### src/rtl/clock_synth_param_encoder_unit_defines.svh
// Assertion macros shared by the clock synthesizer parameter encoder RTL.
// Included by modules that carry concurrent assertions; no other dependencies.
`ifndef CLOCK_SYNTH_PARAM_ENCODER_UNIT_DEFINES_SVH
`define CLOCK_SYNTH_PARAM_ENCODER_UNIT_DEFINES_SVH

// Property that must hold at every clock edge outside reset.
`define CSPE_ASSERT(lbl, clk, rst_n, prop, msg) \
  lbl: assert property (@(posedge clk) disable iff (!rst_n) (prop)) else $error(msg);

// Implication whose consequent is checked in the cycle after the antecedent.
`define CSPE_ASSERT_NEXT(lbl, clk, rst_n, ante, cons, msg) \
  lbl: assert property (@(posedge clk) disable iff (!rst_n) (ante) |=> (cons)) else $error(msg);

`endif

### src/rtl/cspe_pkg.sv
// Types and constants of the clock synthesizer parameter encoder.
// Used by cspe_div_stage and clock_synth_param_encoder_unit; no dependencies.
package cspe_pkg;

  localparam logic        ACTION_PLL  = 1'b0;
  localparam logic        ACTION_MS   = 1'b1;

  localparam logic [11:0] PLL_MIN     = 12'd15;
  localparam logic [11:0] PLL_MAX     = 12'd90;
  localparam logic [11:0] MS_MIN      = 12'd4;
  localparam logic [11:0] MS_MAX      = 12'd2048;
  localparam logic [1:0]  PORT_MAX    = 2'd2;

  localparam logic [17:0] P1_OFFSET   = 18'd512;
  localparam logic [7:0]  CTRL_BASE   = 8'h0F;
  localparam logic [7:0]  CTRL_PLL_B  = 8'h20;
  localparam logic [7:0]  CTRL_INT    = 8'h40;

  localparam int unsigned SCALE_SHIFT = 7;
  localparam int unsigned REM_W       = 20;
  localparam int unsigned WORD_W      = REM_W + SCALE_SHIFT;
  localparam int unsigned DIV_STEPS   = WORD_W;

  typedef struct packed {
    logic        action;
    logic        use_pll_b;
    logic [1:0]  port;
    logic [11:0] int_part;
    logic [20:0] frac_num;
    logic [20:0] frac_den;
  } cspe_in_t;

  typedef struct packed {
    logic        rejected;
    logic [17:0] p1;
    logic [19:0] p2;
    logic [19:0] p3;
    logic [7:0]  ctrl_byte;
    logic [63:0] param_regs;
  } cspe_out_t;

  // Request attributes that ride along with the division.
  typedef struct packed {
    logic             rejected;
    logic             action;
    logic             use_pll_b;
    logic [2:0]       rdiv;
    logic [11:0]      int_part;
    logic             num_zero;
    logic [REM_W-1:0] den;
  } cspe_side_t;

endpackage

### src/rtl/cspe_div_stage.sv
// One registered step of the restoring divider that forms floor(128*b/c).
// Depends on cspe_pkg for the sideband type and the datapath widths.
module cspe_div_stage (
  input  logic                             clk_i,
  input  logic                             rst_ni,
  input  logic                             in_valid_i,
  output logic                             in_ready_o,
  input  cspe_pkg::cspe_side_t             in_side_i,
  input  logic [cspe_pkg::REM_W-1:0]       in_rem_i,
  input  logic [cspe_pkg::WORD_W-1:0]      in_word_i,
  output logic                             out_valid_o,
  input  logic                             out_ready_i,
  output cspe_pkg::cspe_side_t             out_side_o,
  output logic [cspe_pkg::REM_W-1:0]       out_rem_o,
  output logic [cspe_pkg::WORD_W-1:0]      out_word_o
);

  logic                             valid_q;
  cspe_pkg::cspe_side_t             side_q;
  logic [cspe_pkg::REM_W-1:0]       rem_q, rem_d;
  logic [cspe_pkg::WORD_W-1:0]      word_q, word_d;
  logic [cspe_pkg::REM_W:0]         shifted;
  logic [cspe_pkg::REM_W:0]         diff;
  logic                             fits;

  // The dividend shifts out at the top while quotient bits enter at the bottom.
  always_comb begin
    shifted = {in_rem_i, in_word_i[cspe_pkg::WORD_W-1]};
    fits    = shifted >= {1'b0, in_side_i.den};
    diff    = shifted - {1'b0, in_side_i.den};
    rem_d   = fits ? diff[cspe_pkg::REM_W-1:0] : shifted[cspe_pkg::REM_W-1:0];
    word_d  = {in_word_i[cspe_pkg::WORD_W-2:0], fits};
  end

  assign in_ready_o = !valid_q || out_ready_i;

  always_ff @(posedge clk_i or negedge rst_ni) begin
    if (!rst_ni) begin
      valid_q <= 1'b0;
    end else if (in_ready_o) begin
      valid_q <= in_valid_i;
    end
  end

  always_ff @(posedge clk_i) begin
    if (in_ready_o && in_valid_i) begin
      side_q <= in_side_i;
      rem_q  <= rem_d;
      word_q <= word_d;
    end
  end

  assign out_valid_o = valid_q;
  assign out_side_o  = side_q;
  assign out_rem_o   = rem_q;
  assign out_word_o  = word_q;

endmodule

### src/rtl/clock_synth_param_encoder_unit.sv
// Top level of the clock synthesizer parameter encoder.
// Depends on cspe_pkg, cspe_div_stage and clock_synth_param_encoder_unit_defines.svh.
//
// Each request (PLL feedback or output multisynth divider a + b/c) is limit
// checked and encoded into P1/P2/P3, the eight parameter register bytes and,
// for multisynth requests, the clock control byte. The block takes one request
// per cycle when the output side does not stall, and each result passes through
// one input register, 27 one-bit steps of the pipelined restoring divider for
// floor(128*b/c), and one output register. The ready path runs combinationally
// back through every stage, so empty stages fill while a finished result waits.
// The R-divider register can be written in any cycle.
`include "clock_synth_param_encoder_unit_defines.svh"

module clock_synth_param_encoder_unit (
  input  logic                clk_i,
  input  logic                rst_ni,
  input  logic                cfg_valid_i,
  output logic                cfg_ready_o,
  input  logic [8:0]          cfg_data_i,
  input  logic                in_valid_i,
  output logic                in_ready_o,
  input  cspe_pkg::cspe_in_t  in_data_i,
  output logic                out_valid_o,
  input  logic                out_ready_i,
  output cspe_pkg::cspe_out_t out_data_o
);

  localparam int unsigned Steps = cspe_pkg::DIV_STEPS;

  logic [8:0]                 rdiv_codes_q;

  logic                       ent_valid_q;
  cspe_pkg::cspe_side_t       ent_side_q, ent_side_d;
  logic [cspe_pkg::WORD_W-1:0] ent_word_q;

  logic                       valid_w [Steps+1];
  logic                       ready_w [Steps+1];
  cspe_pkg::cspe_side_t       side_w  [Steps+1];
  logic [cspe_pkg::REM_W-1:0] rem_w   [Steps+1];
  logic [cspe_pkg::WORD_W-1:0] word_w [Steps+1];

  logic                       out_valid_q;
  cspe_pkg::cspe_out_t        out_q, out_d;
  logic                       bad_a;
  logic [2:0]                 rdiv_sel;
  logic [17:0]                quo;
  logic [17:0]                p1;

  logic                       out_rej;
  logic                       out_ok;
  logic                       fields_zero;
  logic                       ctrl_ok;
  logic                       last_stall;
  logic                       last_valid;
  cspe_pkg::cspe_side_t       last_side;

  // Configuration register.
  assign cfg_ready_o = 1'b1;

  always_ff @(posedge clk_i or negedge rst_ni) begin
    if (!rst_ni) begin
      rdiv_codes_q <= 9'd0;
    end else if (cfg_valid_i) begin
      rdiv_codes_q <= cfg_data_i;
    end
  end

  // Input stage: limit checks and divider operands.
  always_comb begin
    case (in_data_i.port)
      2'd0:    rdiv_sel = rdiv_codes_q[2:0];
      2'd1:    rdiv_sel = rdiv_codes_q[5:3];
      2'd2:    rdiv_sel = rdiv_codes_q[8:6];
      default: rdiv_sel = 3'd0;
    endcase

    if (in_data_i.action == cspe_pkg::ACTION_PLL) begin
      bad_a = (in_data_i.int_part < cspe_pkg::PLL_MIN) ||
              (in_data_i.int_part > cspe_pkg::PLL_MAX);
    end else begin
      bad_a = (in_data_i.port > cspe_pkg::PORT_MAX) ||
              (in_data_i.int_part < cspe_pkg::MS_MIN) ||
              (in_data_i.int_part > cspe_pkg::MS_MAX);
    end

    ent_side_d.rejected  = bad_a || (in_data_i.frac_den == 21'd0) ||
                           in_data_i.frac_den[20] || in_data_i.frac_num[20];
    ent_side_d.action    = in_data_i.action;
    ent_side_d.use_pll_b = in_data_i.use_pll_b;
    ent_side_d.rdiv      = (in_data_i.action == cspe_pkg::ACTION_MS) ? rdiv_sel : 3'd0;
    ent_side_d.int_part  = in_data_i.int_part;
    ent_side_d.num_zero  = (in_data_i.frac_num == 21'd0);
    ent_side_d.den       = in_data_i.frac_den[cspe_pkg::REM_W-1:0];
  end

  assign in_ready_o = !ent_valid_q || ready_w[0];

  always_ff @(posedge clk_i or negedge rst_ni) begin
    if (!rst_ni) begin
      ent_valid_q <= 1'b0;
    end else if (in_ready_o) begin
      ent_valid_q <= in_valid_i;
    end
  end

  always_ff @(posedge clk_i) begin
    if (in_ready_o && in_valid_i) begin
      ent_side_q <= ent_side_d;
      ent_word_q <= {in_data_i.frac_num[cspe_pkg::REM_W-1:0],
                     {cspe_pkg::SCALE_SHIFT{1'b0}}};
    end
  end

  assign valid_w[0] = ent_valid_q;
  assign side_w[0]  = ent_side_q;
  assign rem_w[0]   = '0;
  assign word_w[0]  = ent_word_q;

  // Divider pipeline, one quotient bit per stage.
  for (genvar k = 0; k < Steps; k++) begin : g_div
    cspe_div_stage u_stage (
      .clk_i       (clk_i),
      .rst_ni      (rst_ni),
      .in_valid_i  (valid_w[k]),
      .in_ready_o  (ready_w[k]),
      .in_side_i   (side_w[k]),
      .in_rem_i    (rem_w[k]),
      .in_word_i   (word_w[k]),
      .out_valid_o (valid_w[k+1]),
      .out_ready_i (ready_w[k+1]),
      .out_side_o  (side_w[k+1]),
      .out_rem_o   (rem_w[k+1]),
      .out_word_o  (word_w[k+1])
    );
  end

  // Output stage: P1 assembly and register byte packing.
  assign ready_w[Steps] = !out_valid_q || out_ready_i;

  always_comb begin
    quo = word_w[Steps][17:0];
    p1  = {side_w[Steps].int_part[10:0], {cspe_pkg::SCALE_SHIFT{1'b0}}} + quo -
          cspe_pkg::P1_OFFSET;

    out_d = '0;
    if (!side_w[Steps].rejected) begin
      out_d.p1 = p1;
      out_d.p2 = rem_w[Steps];
      out_d.p3 = side_w[Steps].den;
      if (side_w[Steps].action == cspe_pkg::ACTION_MS) begin
        out_d.ctrl_byte = cspe_pkg::CTRL_BASE |
                          (side_w[Steps].use_pll_b ? cspe_pkg::CTRL_PLL_B : 8'h00) |
                          (side_w[Steps].num_zero  ? cspe_pkg::CTRL_INT   : 8'h00);
      end
      out_d.param_regs = {side_w[Steps].den[15:8],
                          side_w[Steps].den[7:0],
                          1'b0, side_w[Steps].rdiv, 2'b00, p1[17:16],
                          p1[15:8],
                          p1[7:0],
                          side_w[Steps].den[19:16], rem_w[Steps][19:16],
                          rem_w[Steps][15:8],
                          rem_w[Steps][7:0]};
    end else begin
      out_d.rejected = 1'b1;
    end
  end

  always_ff @(posedge clk_i or negedge rst_ni) begin
    if (!rst_ni) begin
      out_valid_q <= 1'b0;
    end else if (ready_w[Steps]) begin
      out_valid_q <= valid_w[Steps];
    end
  end

  always_ff @(posedge clk_i) begin
    if (ready_w[Steps] && valid_w[Steps]) begin
      out_q <= out_d;
    end
  end

  assign out_valid_o = out_valid_q;
  assign out_data_o  = out_q;

  assign out_rej     = out_valid_o && out_data_o.rejected;
  assign out_ok      = out_valid_o && !out_data_o.rejected;
  assign fields_zero = (out_data_o.p1 == 18'd0) && (out_data_o.p2 == 20'd0) &&
                       (out_data_o.p3 == 20'd0) && (out_data_o.ctrl_byte == 8'd0) &&
                       (out_data_o.param_regs == 64'd0);
  assign ctrl_ok     = (out_data_o.ctrl_byte == 8'd0) ||
                       (out_data_o.ctrl_byte[4:0] == 5'h0F);
  assign last_stall  = valid_w[Steps] && !ready_w[Steps];
  assign last_valid  = valid_w[Steps];
  assign last_side   = side_w[Steps];

  `CSPE_ASSERT(a_rej_zero, clk_i, rst_ni, !out_rej || fields_zero, "rejected result not cleared")
  `CSPE_ASSERT(a_rem_below_den, clk_i, rst_ni, !out_ok || (out_data_o.p2 < out_data_o.p3), "p2 >= p3")
  `CSPE_ASSERT(a_ctrl_form, clk_i, rst_ni, !out_ok || ctrl_ok, "clock control byte malformed")
  `CSPE_ASSERT_NEXT(a_last_hold, clk_i, rst_ni, last_stall, last_valid && $stable(last_side), "lost")

endmodule
### config.mk
export PLATFORM = sky130hd
export DESIGN_NAME = clock_synth_param_encoder_unit
export DESIGN_NICKNAME = d
export VERILOG_FILES = /design/src/rtl/cspe_pkg.sv /design/src/rtl/cspe_div_stage.sv /design/src/rtl/clock_synth_param_encoder_unit.sv
export VERILOG_INCLUDE_DIRS = /design/src /design/src/rtl
export SDC_FILE = /design/constraint.sdc
export NUM_CORES = 2
export LEC_CHECK = 0
export BUFFER_PORTS_ARGS = -buffer_cell sky130_fd_sc_hd__buf_4
export CAP_MARGIN = 20
export CORE_MARGIN = 2
export CORE_UTILIZATION = 55
export DETAILED_ROUTE_END_ITERATION = 16
export GPL_TIMING_DRIVEN = 0
export PLACE_DENSITY = 0.83
export SYNTH_ARGS = -nofsm -noshare
export SYNTH_HDL_FRONTEND = slang
export SYNTH_SLANG_ARGS = --single-unit
### constraint.sdc
create_clock -name clk_i -period 6.78 [get_ports clk_i]
set_input_delay 0 -clock clk_i [delete_from_list [all_inputs] [get_ports clk_i]]
set_output_delay 0 -clock clk_i [all_outputs]
set_load 0.05 [all_outputs]
==> report_table.html <==
<table>
<tr><th>Metric</th><th>Value</th></tr>
<tr><th colspan="2">Run status</th></tr>
<tr><td>Status</td><td>finished, final reports clean</td></tr>
<tr><th colspan="2">Yosys</th></tr>
<tr><td>Largest cells by area after synthesis</td><td>sky130_fd_sc_hd__edfxtp_1 (63%), sky130_fd_sc_hd__ha_1 (7.0%), sky130_fd_sc_hd__mux2_2 (3.1%)</td></tr>
<tr><td>Cell variety after synth</td><td>110</td></tr>
<tr><td>Syn Area/Cell</td><td>13.7 µm²</td></tr>
<tr><td>Largest area contributor in the netlist</td><td>sky130_fd_sc_hd__edfxtp_1</td></tr>
<tr><td>Synthesis Warnings</td><td>0</td></tr>
<tr><td>Area share of the largest cell type after synthesis</td><td>0.633</td></tr>
<tr><td>Most frequent cells after synthesis</td><td>sky130_fd_sc_hd__edfxtp_1 (2050), sky130_fd_sc_hd__inv_1 (725), sky130_fd_sc_hd__ha_1 (541)</td></tr>
<tr><td>Total of flip-flops plus latches after synthesis</td><td>between 2000 and 2500</td></tr>
<tr><td>Fraction of synthesis flops using an asynchronous set or reset pin</td><td>0.0182</td></tr>
<tr><td>Count of flip-flops with a built-in enable after synthesis</td><td>2050</td></tr>
<tr><td>Post-synthesis sequential area ratio</td><td>0.643</td></tr>
<tr><td>Primary flip-flop cell chosen by synthesis mapping</td><td>sky130_fd_sc_hd__edfxtp_1</td></tr>
<tr><td>Most frequently used cell type in the post-synthesis netlist</td><td>sky130_fd_sc_hd__edfxtp_1</td></tr>
<tr><td>Cell area after synthesis</td><td>just under 100000 µm²</td></tr>
<tr><td>Post-synthesis cell count</td><td>7099</td></tr>
<tr><th colspan="2">STA</th></tr>
<tr><td>Highest clock frequency the design can meet</td><td>0.226 GHz</td></tr>
<tr><td>Final Cycle Share</td><td>0.652</td></tr>
<tr><td>Fin. max-slew vios</td><td>0</td></tr>
<tr><td>Number of hold violations in the final report</td><td>0</td></tr>
<tr><td>Setup repair after global routing missed its margin</td><td>false</td></tr>
<tr><td>Hold Worst Slack</td><td>a little under 0.07 ns</td></tr>
<tr><td>Final setup violation count</td><td>0</td></tr>
<tr><td>Actual transition at the worst max-transition pin</td><td>roughly 1.1 ns</td></tr>
<tr><td>Shortest clock period the worst path allows after layout</td><td>~4.4 ns</td></tr>
<tr><td>Total negative setup slack</td><td>0 ns</td></tr>
<tr><td>Skew final</td><td>0.0522 ns</td></tr>
<tr><td>Worst max-slew margin expressed relative to the limit</td><td>0.272</td></tr>
<tr><th colspan="2">Global route</th></tr>
<tr><td>Number of global-route vias before repair</td><td>about 58000</td></tr>
<tr><td>Aggregate global-route resource usage</td><td>0.233</td></tr>
<tr><td>Wire length of the first global-routing pass</td><td>approximately 330000 µm</td></tr>
<tr><td>Congestion Overflow GR</td><td>0</td></tr>
<tr><td>Number of antenna violations at the first check in global routing</td><td>6</td></tr>
<tr><td>Largest net degree at the start of global routing</td><td>70</td></tr>
<tr><th colspan="2">Drt</th></tr>
<tr><td>Total number of vias</td><td>roughly 58000</td></tr>
<tr><td>Violation count after the first detailed-route iteration</td><td>4708</td></tr>
<tr><td>Wirelength per Cell</td><td>~21 µm</td></tr>
<tr><td>Pre-Repair DR Iteration Count</td><td>6</td></tr>
<tr><td>Met2 WL</td><td>about 100000 µm</td></tr>
<tr><td>Sum of met3 wire segment lengths after detailed routing</td><td>around 11000 µm</td></tr>
<tr><td>Routed wire length</td><td>roughly 210000 µm</td></tr>
<tr><td>Via count normalized by instance count</td><td>5.67</td></tr>
<tr><td>Uppermost metal layer occupied by signal nets</td><td>met4</td></tr>
<tr><td>Total DRC errors in the routed layout</td><td>0</td></tr>
<tr><td>Antenna-violating nets left</td><td>0</td></tr>
<tr><td>Detailed-routing wirelength on met1</td><td>between 80000 and 90000 µm</td></tr>
<tr><th colspan="2">Power</th></tr>
<tr><td>Fraction of power consumed by combinational cells</td><td>0.411</td></tr>
<tr><td>Internal Pwr Total</td><td>between 30000 and 40000 µW</td></tr>
<tr><td>Leak</td><td>around 0.044 µW</td></tr>
<tr><td>Sw Pwr</td><td>between 15000 and 20000 µW</td></tr>
<tr><td>Total power per unit cell area</td><td>between 400 and 500 nW/µm²</td></tr>
<tr><td>Power share of the clock group</td><td>0.211</td></tr>
<tr><td>Sw frac</td><td>0.358</td></tr>
<tr><td>Worst IR Drop VDD</td><td>0.340 mV</td></tr>
<tr><td>Share of total power in sequential cells</td><td>0.378</td></tr>
<tr><th colspan="2">Worst setup path</th></tr>
<tr><td>Data required time of the critical path</td><td>6.78 ns</td></tr>
<tr><td>Classification of the worst setup path</td><td>register to output pin</td></tr>
<tr><td>Worst reg-to-reg setup slack</td><td>approximately 2.5 ns</td></tr>
<tr><td>Max FO, Critical Path</td><td>7</td></tr>
<tr><td>Critical Path AT</td><td>between 4 and 5 ns</td></tr>
<tr><td>Origin of the critical flop-to-flop path</td><td>out_valid_o$_DFFE_PN0P_</td></tr>
<tr><td>Worst setup path start</td><td>out_valid_o$_DFFE_PN0P_</td></tr>
<tr><td>Element type at the critical path end</td><td>output pin</td></tr>
<tr><td>Element type at the critical path start</td><td>register</td></tr>
<tr><th colspan="2">Layout</th></tr>
<tr><td>Final nets</td><td>~8300</td></tr>
<tr><td>Synth-to-layout area growth</td><td>14.4%</td></tr>
<tr><td>Ratio of cells with drive above 1 in the final layout</td><td>0.141</td></tr>
<tr><th colspan="2">Clock network</th></tr>
<tr><td>Post-CTS Setup Repair Bufs</td><td>0</td></tr>
<tr><td>Post-cts repair resize count</td><td>0</td></tr>
<tr><td>H-tree levels</td><td>4</td></tr>
<tr><td>CTS tree</td><td>done</td></tr>
<tr><td>Cts bufs inserted</td><td>just over 200</td></tr>
<tr><td>Clock slew seen by the registers of the worst setup and hold paths</td><td>0.06 ns</td></tr>
<tr><td>Sinks on the clock net</td><td>~2100</td></tr>
<tr><td>Clk root buf</td><td>sky130_fd_sc_hd__clkbuf_16</td></tr>
<tr><td>Clock latency of the later-clocked register in the worst-skew pair</td><td>0.86 ns</td></tr>
<tr><td>Buffers from clock root to sink, at most</td><td>3</td></tr>
<tr><td>Number of hold buffers added after cts</td><td>around 150</td></tr>
<tr><th colspan="2">Hold path</th></tr>
<tr><td>Hold/Removal Path Class</td><td>input port to register</td></tr>
<tr><td>Startpoint of the tightest hold check path</td><td>out_ready_i</td></tr>
<tr><th colspan="2">Floorplanning</th></tr>
<tr><td>Die width</td><td>around 420 µm</td></tr>
<tr><td>Number of placement rows</td><td>154</td></tr>
<tr><td>Starting density of the core</td><td>0.553</td></tr>
<tr><td>Core ar.</td><td>approximately 180000 µm²</td></tr>
<tr><td>Die area</td><td>180000 µm²</td></tr>
<tr><td>Io pins</td><td>206</td></tr>
<tr><td>Vert. Die Dim</td><td>approximately 420 µm</td></tr>
<tr><th colspan="2">Placement</th></tr>
<tr><td>Count of input and output buffers</td><td>~200</td></tr>
<tr><td>Estimated wirelength of the detail-placed design</td><td>152000 µm</td></tr>
<tr><td>Routability cong.</td><td>between 0.9 and 1</td></tr>
<tr><th colspan="2">Job</th></tr>
<tr><td>Max-cap violation count</td><td>0</td></tr>
</table>
[kinds of logic after synthesis]
group | share of synthesized area
mux | 0.0399
compound gates | 0.0949
flops | 0.643
other cells | 0.0000772
fa+ha+maj | 0.0752
xor+xnor | 0.0327
simple gates | 0.0762
buf+inv | 0.0382
[worst paths after layout]
path / to / cells past startpoint
worst max-delay path: in_ready_o / 8
max in group asynchronous: out_valid_o$_DFFE_PN0P_ / 4
worst max register to register: ent_word_q[22]$_DFFE_PP_ / 9
worst min-delay path: g_div[26].u_stage.out_valid_o$_DFFE_PN0P_ / 4
worst min register to register: g_div[10].u_stage.out_side_o[22]$_DFFE_PP_ / 0
min in group asynchronous: g_div[0].u_stage.out_valid_o$_DFFE_PN0P_ / 4
[registers in the layout (all words and copies together) (netlist names)]
register and cells:
rdiv_codes_q 9, out_valid_o 1, g_div.u_stage.out_valid_o 27, g_div.u_stage.out_word_o 361, out_data_o 65, ent_side_q 38
g_div.u_stage.out_rem_o 540, ent_word_q 20, g_div.u_stage.out_side_o 1026, ent_valid_q 1
[power by group through the flow]
stage,clock [µW],combinational (µW),sequential [µW]
floorplan,0,16400,20400
global placement,0,21300,21000
detailed placement,0,21900,20900
CTS,11700,22200,20700
global route,12300,24600,21000
finish,11600,22500,20700
[cell type report]
cell class              instances  area (µm²)
fillers                     12600       64700
flip-flops and latches       2088       62500
multi-input cells            4139       31200
clock buffers                 230        5260
repair buffers                388        3890
well taps                    2340        2930
inverters                     727        2730
clock inverters               155        1680
plain buffers                 149         986
diodes                          1        2.50
[placed cells by master (no fill, tap or decap), types with 47 or more instances in the layout]
| cell | netlist | layout |
|---|---|---|
| sky130_fd_sc_hd__inv_1 | 725 | 725 |
| sky130_fd_sc_hd__xor2_1 | 125 | 125 |
| sky130_fd_sc_hd__xnor2_1 | 238 | 238 |
| sky130_fd_sc_hd__o21ai_0 | 308 | 308 |
| sky130_fd_sc_hd__dlygate4sd3_1 | 0 | 146 |
| sky130_fd_sc_hd__nand2b_1 | 83 | 83 |
| sky130_fd_sc_hd__buf_4 | 80 | 277 |
| sky130_fd_sc_hd__nand3_1 | 97 | 97 |
| sky130_fd_sc_hd__o21a_1 | 124 | 124 |
| sky130_fd_sc_hd__nor4_1 | 52 | 52 |
| sky130_fd_sc_hd__edfxtp_1 | 2050 | 2050 |
| sky130_fd_sc_hd__a21oi_1 | 380 | 379 |
| sky130_fd_sc_hd__nand4_1 | 76 | 76 |
| sky130_fd_sc_hd__o31ai_1 | 48 | 48 |
| sky130_fd_sc_hd__a21o_1 | 141 | 141 |
| sky130_fd_sc_hd__ha_1 | 541 | 541 |
| sky130_fd_sc_hd__a211oi_1 | 55 | 55 |
| sky130_fd_sc_hd__nor3_1 | 100 | 100 |
| sky130_fd_sc_hd__mux2_2 | 267 | 267 |
| sky130_fd_sc_hd__nand2_1 | 282 | 282 |
| sky130_fd_sc_hd__nor2b_1 | 144 | 136 |
| sky130_fd_sc_hd__nor2_1 | 384 | 384 |
| sky130_fd_sc_hd__clkbuf_16 | 0 | 204 |
| sky130_fd_sc_hd__clkbuf_1 | 27 | 47 |
[worst max-delay path: stages, from the launching register on]
cell,delay [ns]
sky130_fd_sc_hd__dfrtp_1,0.40
sky130_fd_sc_hd__nand4b_1,0.21
sky130_fd_sc_hd__nor2_1,0.36
sky130_fd_sc_hd__nand3_1,0.32
sky130_fd_sc_hd__nor3_1,0.88
sky130_fd_sc_hd__nand2_1,0.28
sky130_fd_sc_hd__nor2_2,0.58
sky130_fd_sc_hd__nand4_1,0.27
sky130_fd_sc_hd__buf_4,0.26
[metrics by stage]
stage                     instances  setup WS [ns]  area, µm²   util  total power, µW
final                         10200           2.36     111000  0.632            54700
after global routing          10200           2.06     111000  0.632            57800
after CTS                     10200           2.30     111000  0.632            54700
after detailed placement       9684           2.56     103000  0.584            42900
after global placement         9640         -0.799     102000  0.578            42300
after floorplan                7103          0.999      97300      -            36900
[routing by layer]
layer  vias up  GRT usage
met3       434     0.0317
met1     28200      0.303
met2      1729      0.398
met4         0     0.0937
li1      27500          -
met5         -          0
No activity file was read; power rests on OpenSTA's default activity.
